**src/rtl/core/rtzls_pkg.sv**
```systemverilog
// Shared types, register codes and constants of the radar target zone lock selector.
package rtzls_pkg;

  typedef struct packed {
    logic               slot_used;
    logic signed [15:0] slot_lateral;
    logic signed [15:0] slot_depth;
    logic signed [15:0] slot_speed;
    logic [7:0]         slot_target_id;
    logic               last_slot;
    logic [31:0]        now_ms;
  } slot_beat_t;

  typedef struct packed {
    logic               tracking;
    logic [2:0]         selected_slot;
    logic [15:0]        sample_distance;
    logic signed [15:0] report_lateral;
    logic signed [15:0] report_depth;
    logic               any_visible;
    logic               any_in_zone;
    logic               is_stationary;
    logic               enter_event;
    logic               exit_event;
  } result_beat_t;

  typedef enum logic [2:0] {
    REG_VALID_RANGE_MIN      = 3'd0,
    REG_VALID_RANGE_MAX      = 3'd1,
    REG_ZONE_RANGE_MIN       = 3'd2,
    REG_ZONE_RANGE_MAX       = 3'd3,
    REG_ZONE_SIDE_LIMIT      = 3'd4,
    REG_PICK_MOTION_LIMIT    = 3'd5,
    REG_STILL_SPEED_LIMIT    = 3'd6,
    REG_STILL_VELOCITY_LIMIT = 3'd7
  } cfg_reg_t;

  // Shared multiplier ops in issue order: per-slot pass, then stationary test.
  typedef enum logic [2:0] {
    MUL_XX   = 3'd0,
    MUL_YY   = 3'd1,
    MUL_VMIN = 3'd2,
    MUL_VMAX = 3'd3,
    MUL_ZMIN = 3'd4,
    MUL_ZMAX = 3'd5,
    MUL_DEL  = 3'd6,
    MUL_VDT  = 3'd7
  } mul_op_t;

  typedef enum logic [2:0] {
    S_IDLE,
    S_MUL,
    S_UPD,
    S_FIN,
    S_SQRT,
    S_STAT,
    S_EMIT
  } ctrl_state_t;

  typedef struct packed {
    logic    load;
    logic    mul_go;
    mul_op_t mul_op;
    logic    update;
    logic    sqrt_go;
    logic    emit;
  } ctrl_cmd_t;

  typedef struct packed {
    logic take;
    logic last;
    logic cand;
    logic sqrt_done;
    logic out_free;
  } dp_status_t;

  localparam logic [15:0] RST_VALID_RANGE_MIN      = 16'd100;
  localparam logic [15:0] RST_VALID_RANGE_MAX      = 16'd6000;
  localparam logic [15:0] RST_ZONE_RANGE_MIN       = 16'd800;
  localparam logic [15:0] RST_ZONE_RANGE_MAX       = 16'd1200;
  localparam logic [15:0] RST_ZONE_SIDE_LIMIT      = 16'd150;
  localparam logic [14:0] RST_PICK_MOTION_LIMIT    = 15'd60;
  localparam logic [14:0] RST_STILL_SPEED_LIMIT    = 15'd80;
  localparam logic [15:0] RST_STILL_VELOCITY_LIMIT = 16'd100;

  // mm/s against mm per ms
  localparam logic [31:0] STILL_SCALE = 32'd1000;

  function automatic logic [15:0] abs16(input logic [15:0] v);
    logic [15:0] n;
    n = ~v + 16'd1;
    return v[15] ? n : v;
  endfunction

endpackage

```
**src/rtl/core/rtzls_isqrt.sv**
```systemverilog
// Iterative integer square root, two radicand bits per cycle.
module rtzls_isqrt import rtzls_pkg::*; (
  input  logic        clk,
  input  logic        rst,
  input  logic        start,
  input  logic [31:0] radicand,
  output logic        done,
  output logic [15:0] root
);

  logic [31:0] rem;
  logic [31:0] res;
  logic [31:0] bitv;
  logic [3:0]  cnt;
  logic        busy;
  logic [32:0] trial;

  assign trial = {1'b0, res} + {1'b0, bitv};
  assign root  = res[15:0];

  always_ff @(posedge clk) begin
    if (rst) begin
      busy <= 1'b0;
      done <= 1'b0;
    end else begin
      done <= 1'b0;
      if (start) begin
        busy <= 1'b1;
      end else if (busy && cnt == 4'd15) begin
        busy <= 1'b0;
        done <= 1'b1;
      end
    end
  end

  always_ff @(posedge clk) begin
    if (start) begin
      rem  <= radicand;
      res  <= '0;
      bitv <= 32'h4000_0000;
      cnt  <= '0;
    end else if (busy) begin
      if ({1'b0, rem} >= trial) begin
        rem <= rem - trial[31:0];
        res <= (res >> 1) + bitv;
      end else begin
        res <= res >> 1;
      end
      bitv <= bitv >> 2;
      cnt  <= cnt + 4'd1;
    end
  end

endmodule

```
**src/rtl/core/rtzls_ctrl.sv**
```systemverilog
// Sequencer for slot checks, distance root, stationary test and result hand-off.
module rtzls_ctrl import rtzls_pkg::*; (
  input  logic       clk,
  input  logic       rst,
  input  logic       slot_valid,
  output logic       slot_stall,
  input  dp_status_t st,
  output ctrl_cmd_t  cmd
);

  localparam logic [2:0] MUL_DRAIN  = 3'd6;
  localparam logic [2:0] STAT_DRAIN = 3'd2;

  ctrl_state_t state, state_next;
  logic [2:0]  step, step_next;

  always_ff @(posedge clk) begin
    if (rst) begin
      state <= S_IDLE;
      step  <= '0;
    end else begin
      state <= state_next;
      step  <= step_next;
    end
  end

  always_comb begin
    state_next  = state;
    step_next   = step;
    cmd         = '0;
    cmd.mul_op  = MUL_XX;
    slot_stall  = (state != S_IDLE);
    unique case (state)
      S_IDLE: begin
        if (slot_valid) begin
          cmd.load   = 1'b1;
          step_next  = '0;
          state_next = S_MUL;
        end
      end
      S_MUL: begin
        if (!st.take) begin
          state_next = st.last ? S_FIN : S_IDLE;
        end else if (step != MUL_DRAIN) begin
          // issue squares of x, y and the four range limits
          cmd.mul_go = 1'b1;
          cmd.mul_op = mul_op_t'(step);
          step_next  = step + 3'd1;
        end else begin
          state_next = S_UPD;
        end
      end
      S_UPD: begin
        cmd.update = 1'b1;
        state_next = st.last ? S_FIN : S_IDLE;
      end
      S_FIN: begin
        if (st.cand) begin
          cmd.sqrt_go = 1'b1;
          state_next  = S_SQRT;
        end else begin
          state_next = S_EMIT;
        end
      end
      S_SQRT: begin
        if (st.sqrt_done) begin
          step_next  = '0;
          state_next = S_STAT;
        end
      end
      S_STAT: begin
        if (step == 3'd0) begin
          cmd.mul_go = 1'b1;
          cmd.mul_op = MUL_DEL;
        end else if (step == 3'd1) begin
          cmd.mul_go = 1'b1;
          cmd.mul_op = MUL_VDT;
        end
        step_next = step + 3'd1;
        if (step == STAT_DRAIN) state_next = S_EMIT;
      end
      S_EMIT: begin
        // hold until the result register is free
        if (st.out_free) begin
          cmd.emit   = 1'b1;
          state_next = S_IDLE;
        end
      end
      default: state_next = S_IDLE;
    endcase
  end

endmodule

```
**src/rtl/core/rtzls_dp.sv**
```systemverilog
// Datapath: config registers, slot tests, candidate and lock state, result register.
module rtzls_dp import rtzls_pkg::*; #(
  parameter int MAX_SLOTS = 3
) (
  input  logic         clk,
  input  logic         rst,
  input  logic         cfg_we,
  input  logic [2:0]   cfg_index,
  input  logic [15:0]  cfg_data,
  input  slot_beat_t   slot,
  output result_beat_t result,
  output logic         result_valid,
  input  logic         result_stall,
  input  ctrl_cmd_t    cmd,
  output dp_status_t   st
);

  localparam int CW = $clog2(MAX_SLOTS + 1);

  // configuration
  logic [15:0] valid_range_min, valid_range_max, zone_range_min, zone_range_max;
  logic [15:0] zone_side_limit, still_velocity_limit;
  logic [14:0] pick_motion_limit, still_speed_limit;

  // latched slot and derived values
  slot_beat_t  item;
  logic [15:0] abs_x, abs_y, abs_speed;

  // shared multiplier
  logic [15:0] mul_a;
  logic [31:0] mul_b;
  logic [47:0] prod;
  logic        prod_valid;
  mul_op_t     op_q;
  logic [31:0] r2;
  logic        ge_vmin, le_vmax, ge_zmin, le_zmax;
  logic [47:0] lhs;
  logic        dist_still;

  // frame state
  logic [CW-1:0] slot_cnt;
  logic [3:0]    cnt_ext;
  logic          f_vis, f_inz, f_lockseen, f_cand;
  logic signed [15:0] first_x, first_y;
  logic [2:0]    best_slot;
  logic signed [15:0] best_x, best_y, best_speed;
  logic [31:0]   best_r2;
  logic          best_slow;
  logic [7:0]    best_id;

  // lock state
  logic        lock_active;
  logic [7:0]  locked_id;
  logic [15:0] prev_distance;
  logic [31:0] prev_time;
  logic        prev_valid;

  // root
  logic        sqrt_done;
  logic [15:0] root;

  logic        present, zone, slow, better;
  logic [15:0] delta;
  logic [31:0] dt;
  logic        speed_still, dist_gate;

  rtzls_isqrt u_isqrt (
    .clk      (clk),
    .rst      (rst),
    .start    (cmd.sqrt_go),
    .radicand (best_r2),
    .done     (sqrt_done),
    .root     (root)
  );

  always_ff @(posedge clk) begin
    if (rst) begin
      valid_range_min      <= RST_VALID_RANGE_MIN;
      valid_range_max      <= RST_VALID_RANGE_MAX;
      zone_range_min       <= RST_ZONE_RANGE_MIN;
      zone_range_max       <= RST_ZONE_RANGE_MAX;
      zone_side_limit      <= RST_ZONE_SIDE_LIMIT;
      pick_motion_limit    <= RST_PICK_MOTION_LIMIT;
      still_speed_limit    <= RST_STILL_SPEED_LIMIT;
      still_velocity_limit <= RST_STILL_VELOCITY_LIMIT;
    end else if (cfg_we) begin
      unique case (cfg_reg_t'(cfg_index))
        REG_VALID_RANGE_MIN:      valid_range_min      <= cfg_data;
        REG_VALID_RANGE_MAX:      valid_range_max      <= cfg_data;
        REG_ZONE_RANGE_MIN:       zone_range_min       <= cfg_data;
        REG_ZONE_RANGE_MAX:       zone_range_max       <= cfg_data;
        REG_ZONE_SIDE_LIMIT:      zone_side_limit      <= cfg_data;
        REG_PICK_MOTION_LIMIT:    pick_motion_limit    <= cfg_data[14:0];
        REG_STILL_SPEED_LIMIT:    still_speed_limit    <= cfg_data[14:0];
        REG_STILL_VELOCITY_LIMIT: still_velocity_limit <= cfg_data;
        default: ;
      endcase
    end
  end

  always_ff @(posedge clk) begin
    if (cmd.load) item <= slot;
  end

  assign abs_x     = abs16(item.slot_lateral);
  assign abs_y     = abs16(item.slot_depth);
  assign abs_speed = abs16(item.slot_speed);

  assign delta = (root > prev_distance) ? (root - prev_distance) : (prev_distance - root);
  assign dt    = item.now_ms - prev_time;

  always_comb begin
    mul_a = abs_x;
    mul_b = {16'd0, abs_x};
    unique case (cmd.mul_op)
      MUL_XX:   begin mul_a = abs_x;                mul_b = {16'd0, abs_x};           end
      MUL_YY:   begin mul_a = abs_y;                mul_b = {16'd0, abs_y};           end
      MUL_VMIN: begin mul_a = valid_range_min;      mul_b = {16'd0, valid_range_min}; end
      MUL_VMAX: begin mul_a = valid_range_max;      mul_b = {16'd0, valid_range_max}; end
      MUL_ZMIN: begin mul_a = zone_range_min;       mul_b = {16'd0, zone_range_min};  end
      MUL_ZMAX: begin mul_a = zone_range_max;       mul_b = {16'd0, zone_range_max};  end
      MUL_DEL:  begin mul_a = delta;                mul_b = STILL_SCALE;              end
      MUL_VDT:  begin mul_a = still_velocity_limit; mul_b = dt;                       end
      default: ;
    endcase
  end

  // product register, consumed in the cycle after issue
  always_ff @(posedge clk) begin
    if (rst) begin
      prod_valid <= 1'b0;
    end else begin
      prod_valid <= cmd.mul_go;
    end
  end

  always_ff @(posedge clk) begin
    if (cmd.mul_go) begin
      prod <= 48'(mul_a) * 48'(mul_b);
      op_q <= cmd.mul_op;
    end
    if (prod_valid) begin
      unique case (op_q)
        MUL_XX:   r2         <= prod[31:0];
        MUL_YY:   r2         <= r2 + prod[31:0];
        MUL_VMIN: ge_vmin    <= (r2 >= prod[31:0]);
        MUL_VMAX: le_vmax    <= (r2 <= prod[31:0]);
        MUL_ZMIN: ge_zmin    <= (r2 >= prod[31:0]);
        MUL_ZMAX: le_zmax    <= (r2 <= prod[31:0]);
        MUL_DEL:  lhs        <= prod;
        MUL_VDT:  dist_still <= (lhs < prod);
        default: ;
      endcase
    end
  end

  assign present = ge_vmin && le_vmax;
  assign zone    = ge_zmin && le_zmax && (abs_x <= zone_side_limit);
  assign slow    = abs_speed < {1'b0, pick_motion_limit};
  assign cnt_ext = 4'(slot_cnt);

  always_comb begin
    if (!f_cand)                better = 1'b1;
    else if (slow != best_slow) better = slow;
    else                        better = (r2 < best_r2);
  end

  // frame flags and slot counter
  always_ff @(posedge clk) begin
    if (rst || cmd.emit) begin
      slot_cnt   <= '0;
      f_vis      <= 1'b0;
      f_inz      <= 1'b0;
      f_lockseen <= 1'b0;
      f_cand     <= 1'b0;
    end else if (cmd.update) begin
      slot_cnt <= slot_cnt + CW'(1);
      if (present) begin
        f_vis <= 1'b1;
        if (zone) f_inz <= 1'b1;
      end
      if (lock_active) begin
        if (!f_lockseen && item.slot_target_id == locked_id) begin
          f_lockseen <= 1'b1;
          if (present && zone) f_cand <= 1'b1;
        end
      end else if (present && zone && better) begin
        f_cand <= 1'b1;
      end
    end
  end

  // frame payload
  always_ff @(posedge clk) begin
    if (cmd.update) begin
      if (present && !f_vis) begin
        first_x <= item.slot_lateral;
        first_y <= item.slot_depth;
      end
      if ((lock_active && !f_lockseen && item.slot_target_id == locked_id &&
           present && zone) ||
          (!lock_active && present && zone && better)) begin
        best_slot  <= cnt_ext[2:0];
        best_x     <= item.slot_lateral;
        best_y     <= item.slot_depth;
        best_speed <= item.slot_speed;
        best_r2    <= r2;
        best_slow  <= slow;
        best_id    <= item.slot_target_id;
      end
    end
  end

  assign speed_still = abs16(best_speed) <= {1'b0, still_speed_limit};
  assign dist_gate   = prev_valid && (prev_time != 32'd0) && (dt != 32'd0) && dist_still;

  // lock state
  always_ff @(posedge clk) begin
    if (rst) begin
      lock_active   <= 1'b0;
      locked_id     <= '0;
      prev_distance <= '0;
      prev_time     <= '0;
      prev_valid    <= 1'b0;
    end else if (cmd.emit) begin
      if (f_cand) begin
        lock_active   <= 1'b1;
        locked_id     <= best_id;
        prev_distance <= root;
        prev_time     <= item.now_ms;
        prev_valid    <= 1'b1;
      end else begin
        lock_active <= 1'b0;
        locked_id   <= '0;
        prev_valid  <= 1'b0;
      end
    end
  end

  // result register
  always_ff @(posedge clk) begin
    if (rst) begin
      result_valid <= 1'b0;
    end else if (cmd.emit) begin
      result_valid <= 1'b1;
    end else if (!result_stall) begin
      result_valid <= 1'b0;
    end
  end

  always_ff @(posedge clk) begin
    if (cmd.emit) begin
      result.any_visible <= f_vis;
      if (f_cand) begin
        result.tracking        <= 1'b1;
        result.selected_slot   <= best_slot;
        result.sample_distance <= root;
        result.report_lateral  <= best_x;
        result.report_depth    <= best_y;
        result.any_in_zone     <= 1'b1;
        result.is_stationary   <= speed_still || dist_gate;
        result.enter_event     <= !lock_active;
        result.exit_event      <= 1'b0;
      end else begin
        result.tracking        <= 1'b0;
        result.selected_slot   <= '0;
        result.sample_distance <= '0;
        result.report_lateral  <= f_vis ? first_x : 16'sd0;
        result.report_depth    <= f_vis ? first_y : 16'sd0;
        result.any_in_zone     <= f_inz;
        result.is_stationary   <= 1'b0;
        result.enter_event     <= 1'b0;
        result.exit_event      <= lock_active;
      end
    end
  end

  assign st.take      = item.slot_used && (slot_cnt < CW'(MAX_SLOTS));
  assign st.last      = item.last_slot;
  assign st.cand      = f_cand;
  assign st.sqrt_done = sqrt_done;
  assign st.out_free  = !result_valid || !result_stall;

endmodule

```
**src/rtl/core/radar_target_zone_lock_selector_core.sv**
```systemverilog
// Top level of the radar target zone lock selector.
// Takes one radar slot per beat; a beat with last_slot set closes the frame and yields one
// result beat. A used slot goes through accept, six passes through the shared 16x32
// multiplier for x^2, y^2 and the four squared range limits, drain and update; an unused
// or surplus slot only through accept and the take check. Closing a frame with a selected
// target adds a decision, the 16-step iterative square root of the distance and its done
// flag, two multiplier passes and a drain for the stationary test, and the result load;
// without a target the decision leads straight to the load; the load waits for a free
// output register. The finished result sits in an output register, so the next slot is
// taken while it waits. Config writes go straight to the registers and belong in idle time.
module radar_target_zone_lock_selector_core import rtzls_pkg::*; #(
  parameter int MAX_SLOTS = 3
) (
  input  logic         clk,
  input  logic         rst,
  input  logic         cfg_we,
  input  logic [2:0]   cfg_index,
  input  logic [15:0]  cfg_data,
  input  logic         slot_valid,
  output logic         slot_stall,
  input  slot_beat_t   slot,
  output logic         result_valid,
  input  logic         result_stall,
  output result_beat_t result
);

  ctrl_cmd_t  cmd;
  dp_status_t st;

  rtzls_ctrl u_ctrl (
    .clk        (clk),
    .rst        (rst),
    .slot_valid (slot_valid),
    .slot_stall (slot_stall),
    .st         (st),
    .cmd        (cmd)
  );

  rtzls_dp #(
    .MAX_SLOTS (MAX_SLOTS)
  ) u_dp (
    .clk          (clk),
    .rst          (rst),
    .cfg_we       (cfg_we),
    .cfg_index    (cfg_index),
    .cfg_data     (cfg_data),
    .slot         (slot),
    .result       (result),
    .result_valid (result_valid),
    .result_stall (result_stall),
    .cmd          (cmd),
    .st           (st)
  );

endmodule
```
**config.mk**
```make
export PLATFORM = sky130hd
export DESIGN_NAME = radar_target_zone_lock_selector_core
export DESIGN_NICKNAME = d
export VERILOG_FILES = /design/src/rtl/core/rtzls_pkg.sv /design/src/rtl/core/rtzls_isqrt.sv /design/src/rtl/core/rtzls_ctrl.sv /design/src/rtl/core/rtzls_dp.sv /design/src/rtl/core/radar_target_zone_lock_selector_core.sv
export SDC_FILE = /design/constraint.sdc
export NUM_CORES = 2
export LEC_CHECK = 0
export BUFFER_PORTS_ARGS = -buffer_cell sky130_fd_sc_hd__buf_2
export CORE_MARGIN = 4
export CORE_UTILIZATION = 40
export CTS_CLUSTER_SIZE = 16
export DETAILED_ROUTE_END_ITERATION = 10
export HOLD_SLACK_MARGIN = 0.08
export PLACE_DENSITY_LB_ADDON = 0.2
export SLEW_MARGIN = 30
export SYNTH_ARGS = -nofsm -noshare
export SYNTH_HDL_FRONTEND = slang
export SYNTH_SLANG_ARGS = --single-unit
```
**constraint.sdc**
```tcl
create_clock -name clk -period 11.16 [get_ports clk]
set_input_delay 1.116 -clock clk [delete_from_list [all_inputs] [get_ports clk]]
set_output_delay 1.116 -clock clk [all_outputs]
set_load 0.02 [all_outputs]
```
Word level (Yosys, flattened, before mapping)
Cells that the tools add are included.
- register bits after elaboration: 688
- $add $sub $neg: 14
- multiply operators: 1
- $lt $le $gt $ge: 10
- equality and inequality tests: 43
- muxes and demuxes: 53
- bitwise gates (word level): 4
- reduce and logical (&&, ||, !) cells: 68
- operators by type and width (cell ; number):
    case mux 32 bit (8 select lines) ; 1
    two-way mux 32 bit ; 4
    case mux 16 bit (8 select lines) ; 1
    two-way mux 16 bit ; 7
    adder 16 x 1 -> 16 bit (second input constant) ; 4
    inverter 16 bit ; 4
    case mux 32 bit (2 select lines) ; 1
    nonzero test 32 bit ; 2
    subtractor 32 bit ; 2
    two-way mux 52 bit ; 1
    < comparator 48 bit ; 1
    multiplier 16 x 32 -> 48 bit ; 1
    equality test 3 bit (second input constant) ; 15
    AND reduction 2 bit ; 20
    adder 32 x 31 -> 33 bit ; 1
    greater-or-equal comparator 32 x 33 -> 1 bit ; 1
    adder 31 x 31 -> 32 bit ; 1
    adder 32 bit ; 1
    greater-or-equal comparator 32 bit ; 1
    less-or-equal comparator 32 bit ; 1
    < comparator 32 bit ; 1
    subtractor 16 bit ; 2
    two-way mux 3 bit ; 10
    equality test 3 x 2 -> 1 bit (second input constant) ; 9
    other kinds (33) ; 101

Longest topological paths before layout
- depth after elaboration: 10
- depth in mapped cells: 42

By module
A second synthesis with hierarchy kept.
- cells, all modules: 5855
- area total of the unflattened synthesis: 54473.5 um^2
- modules (own cells, without submodules) (module ; instances ; cells each ; area an instance (um^2)):
    rtzls_dp ; 1 ; 4936 ; 46817.4
    rtzls_isqrt ; 1 ; 841 ; 7071.8
    rtzls_ctrl ; 1 ; 78 ; 584.3

Worst setup path before layout
OpenSTA, ideal clock, no wires.
- kind: register to register
- start point: register u_dp.u_isqrt.res[10]
- end point: register u_dp.prod[42], data pin
- library setup time: 132 ps
- arrival: 8863 ps
- required time: 11028 ps
- slack: 2165 ps
- stages on the path, launching flop included: 35
- clock period less this slack: 8995 ps
- path through: dfxtp_1 > clkbuf_1 > inv_1 > ha_1 > and3_1 > nand4_2 > or3_4 > nand2_2 > mux2_4 > o41a_1 > mux2i_1 > and4_1 > or2_4 > buf_6 > nor2_1 > fa_1 > fa_1 > fa_1 > fa_1 > fa_1 > inv_1 > fa_1 > inv_1 > ha_1 > nand2_1 > nor3_1 > nand4_1 > o22ai_1 > o31a_1 > a211oi_2 > a21oi_1 > and2_1 > inv_1 > a2111oi_0 > o311a_1
- word-level cells in the longest chain between the ends: 4
- RTL lines (what ; line ; text):
    from (decl) ; rtzls_isqrt.sv:12 ; logic [31:0] res;
    from (signal assigned) ; rtzls_isqrt.sv:45 ; res <= (res >> 1) + bitv;
    from (signal assigned) ; rtzls_isqrt.sv:47 ; res <= res >> 1;
    subtractor 16 bit / greater-than comparator 16 bit (equally long branches) ; rtzls_dp.sv:109 ; assign delta = (root > prev_distance) ? (root - prev_distance) : (prev_distance - root);
    two-way mux 16 bit * ; rtzls_dp.sv:109 ;
    case mux 16 bit (8 select lines) * ; rtzls_dp.sv:115 ; unique case (cmd.mul_op)
    multiplier 16 x 32 -> 48 bit * ; rtzls_dp.sv:139 ; prod <= 48'(mul_a) * 48'(mul_b);
    to (signal assigned) ; rtzls_dp.sv:139 ;
    to (decl) ; rtzls_dp.sv:32 ; logic [47:0] prod;
Every way passes the cells marked *; elsewhere a longest branch is shown, timed or not.
A chain may end at the register's enable or synchronous reset.

Final worst setup path
- start point: register u_dp.u_isqrt.res[8]
- end point: register u_dp.prod[42], data pin
The elaborated chain is that of the path after synthesis.

==> metrics.md <==
| Metric | Value |
|---|---|
| Status | `finished clean` |
| Delay of the slowest cell on the worst path | `approximately 0.60 ns` |
| Most used cell, CP | `inv_1` |
| Reg2reg setup slack | `0.65 ns` |
| Postcts setup bufs | `0` |
| CTS tree | `done` |
| Hpwl dp | `approximately 120000 µm` |
| Post-synth top flop | `edfxtp_1` |
| Final Cycle Share | `roughly 94%` |
| Total CTS buffers | `79` |
| Final Hold Fails | `0` |
| Tmin final | `about 11 ns` |
| Setup TNS | `0 ns` |
| # port buffers | `around 170` |
| Die Span Y | `~380 µm` |
| Yosys reg bits | `just under 700` |
| WHS | `0.454 ns` |
| Top cells by area, synth | `edfxtp_1 (24%), fa_1 (16%), ha_1 (10%), dfxtp_1 (9.3%), nand2_1 (5.7%)` |
| Worst Path Arrival | `approximately 11 ns` |
| Bufs on Longest Clock Path | `3` |
| Number of DRC markers in iteration 0 | `between 3000 and 4000` |
| Io pins | `173` |
| Placer Congestion | `around 0.90` |
| Setup crit start kind | `register` |
| Via count | `about 41000` |
| Clk root buf | `clkbuf_16` |
| Yosys cell types | `around 110` |
| H-tree depth | `3` |
| Mapped Nets | `6770` |
| Setup Skew | `~0.027 ns` |
| Share of the synthesized area in the top cell type | `between 20 and 25%` |
| Syn-to-layout area delta | `10.1%` |
| GRT overflow | `0` |
| Initial Util | `between 40% and 50%` |
| Unrepaired setup endpoints after global routing | `no` |
| Clock sinks | `688` |
| Initial antenna violation count | `2` |
| WP buf/inv | `7` |
| Core area | `between 100000 and 150000 µm²` |
| DIE WIDTH | `between 300 and 400 µm` |
| Sequential fraction of the synthesis area | `between 30% and 40%` |
| Fin util | `44.5%` |
| Row cnt | `134` |
| Avg WL per Cell | `around 19 µm` |
| Layout Nets | `around 6900` |
| DRC | `0` |
| Slew margin rel. | `between 30 and 40%` |
| Mean Syn Cell Area | `approximately 9.4 µm²` |
| Die area | `141000 µm²` |
| Total routed wirelength | `between 150000 and 200000 µm` |
| Crit Path Max Fanout | `19` |
| FFs w/ async S/R, synth | `0%` |
| Setup Viol. Count Final | `0` |
| Kind of critical path | `reg2reg` |
| Actual slew at the worst max-slew pin | `just under 1 ns` |
| Critical Path End Type | `register` |
| Worst-skew pair later-pin latency | `about 0.68 ns` |
| Commonest non-fill, non-tap cell in the layout | `nand2_1` |
| Synthesized cell area | `~54000 µm²` |
| DR pass1 iterations | `6` |
| Largest net degree at the start of global routing | `around 120` |
| Routed vias/inst | `5.33` |
| Layout cells sized above 1 | `8.14%` |
| Fmax achieved | `95.1 MHz` |
| Vias in the first global route | `between 40000 and 50000` |
| # hold bufs at CTS | `0` |
| Post-CTS sizing | `0` |
| Global Route Usage Sum | `a little over a fifth` |
| EDFF count, synth | `~440` |
| Max Cap Viol | `0` |
| Yosys warns | `0` |
| Most frequent cells in the layout | `nand2_1 (825), inv_1 (733), ha_1 (444), edfxtp_1 (437), nor2_1 (436)` |
| CP max stage cell | `and2_1` |
| DRT antenna net count | `0` |
| Cell family with most CP delay | `adder cells` |
| WP data required | `roughly 12 ns` |
| Post-synth top area cell | `edfxtp_1` |
| Worst-path clk slew | `about 0.07 ns` |
| First-pass GRT wire length | `around 240000 µm` |
| Hold WC Path Type | `reg2reg` |
| Slew Limit Fails | `0` |
| Syn Inst Count | `5789` |
-- per-stage QoR --
step	setup slack, ns	instances	area [µm²]
3_3_place_gp	0.964	7578	56900
6_report	0.645	7728	59600
4_1_cts	0.783	7727	59600
3_5_place_dp	0.776	7579	56900
5_1_grt	0.0744	7727	59600
2_1_floorplan	2.17	5789	54100
-- metal layers --
| layer | track usage, % | share of wire (%) | vias up | wire length (µm) |
|---|---|---|---|---|
| met5 | 0.549 | 0.080 | - | 120 |
| met4 | 6.60 | 3.2 | 4 | 4870 |
| met3 | 4.04 | 5.9 | 235 | 8840 |
| met2 | 34.9 | 47 | 1034 | 69800 |
| met1 | 28.6 | 44 | 20240 | 66300 |
| li1 | - | - | 19670 | - |
-- worst register-to-register path: cells and delay by family, from the launching register on --
family	cells	cell delay [ns]
buffers and inverters	7	0.45
AO/OA/AOI/OAI	10	2.52
multiplexers	1	0.40
flip-flops	1	0.49
XOR/XNOR	1	0.33
AND/OR/NAND/NOR	8	2.33
adder cells (fa/ha/maj)	8	3.77
-- cells in the mapped netlist (80+ instances only) --
library cell / number
o21ai_0: 207
dfxtp_1: 251
xnor2_1: 164
edfxtp_1: 437
fa_1: 423
nand2b_1: 103
a21oi_1: 412
ha_1: 444
nor2_1: 440
inv_1: 733
a21o_1: 101
nand2_1: 827
clkbuf_1: 130
nor3_1: 80
-- area by class of cell --
class	count	area, µm²
Clock buffer	113	2280
Inverter	738	2770
Multi-Input combinational cell	4132	32300
Antenna cell	1	2.50
Timing Repair Buffer	253	1500
Sequential cell	688	18100
Fill cell	12935	74400
Clock inverter	35	392
Tap cell	1768	2210
-- kinds of logic after synthesis --
family / after synthesis / share of synthesized area [%]
AOI/OAI and AO/OA: 1135 / 13.3
xor gates and xnor gates: 240 / 3.88
adders and majority gates: 868 / 25.9
buffers and inverters: 969 / 7.06
DFF: 688 / 33.5
muxes: 57 / 1.07
other: 1 / 0.00693
and+or+nand+nor: 1831 / 15.2
-- worst paths after layout --
kind                                         start                       to  cells past startpoint
setup / recovery  u_dp.u_isqrt.res[8]$_SDFFE_PP0P_  u_dp.prod[42]$_DFFE_PP_                     35
setup reg to reg  u_dp.u_isqrt.res[8]$_SDFFE_PP0P_  u_dp.prod[42]$_DFFE_PP_                     35
hold / removal             u_dp.prod[33]$_DFFE_PP_   u_dp.lhs[33]$_DFFE_PP_                      0
hold reg to reg            u_dp.prod[33]$_DFFE_PP_   u_dp.lhs[33]$_DFFE_PP_                      0
-- flip-flops by register name, summed over array words and instances (netlist names), 32 cells and up --
| register | count |
|---|---|
| u_dp.best_r2 | 32 |
| u_dp.item | 89 |
| u_dp.lhs | 48 |
| u_dp.prev_time | 32 |
| u_dp.prod | 48 |
| u_dp.r2 | 32 |
| u_dp.result | 56 |
| u_dp.u_isqrt.rem | 32 |
| u_dp.u_isqrt.res | 32 |
Power is left out: the tool's default activity adds up to more than one toggle a clock period on the data nets, which glitch-free logic cannot reach.
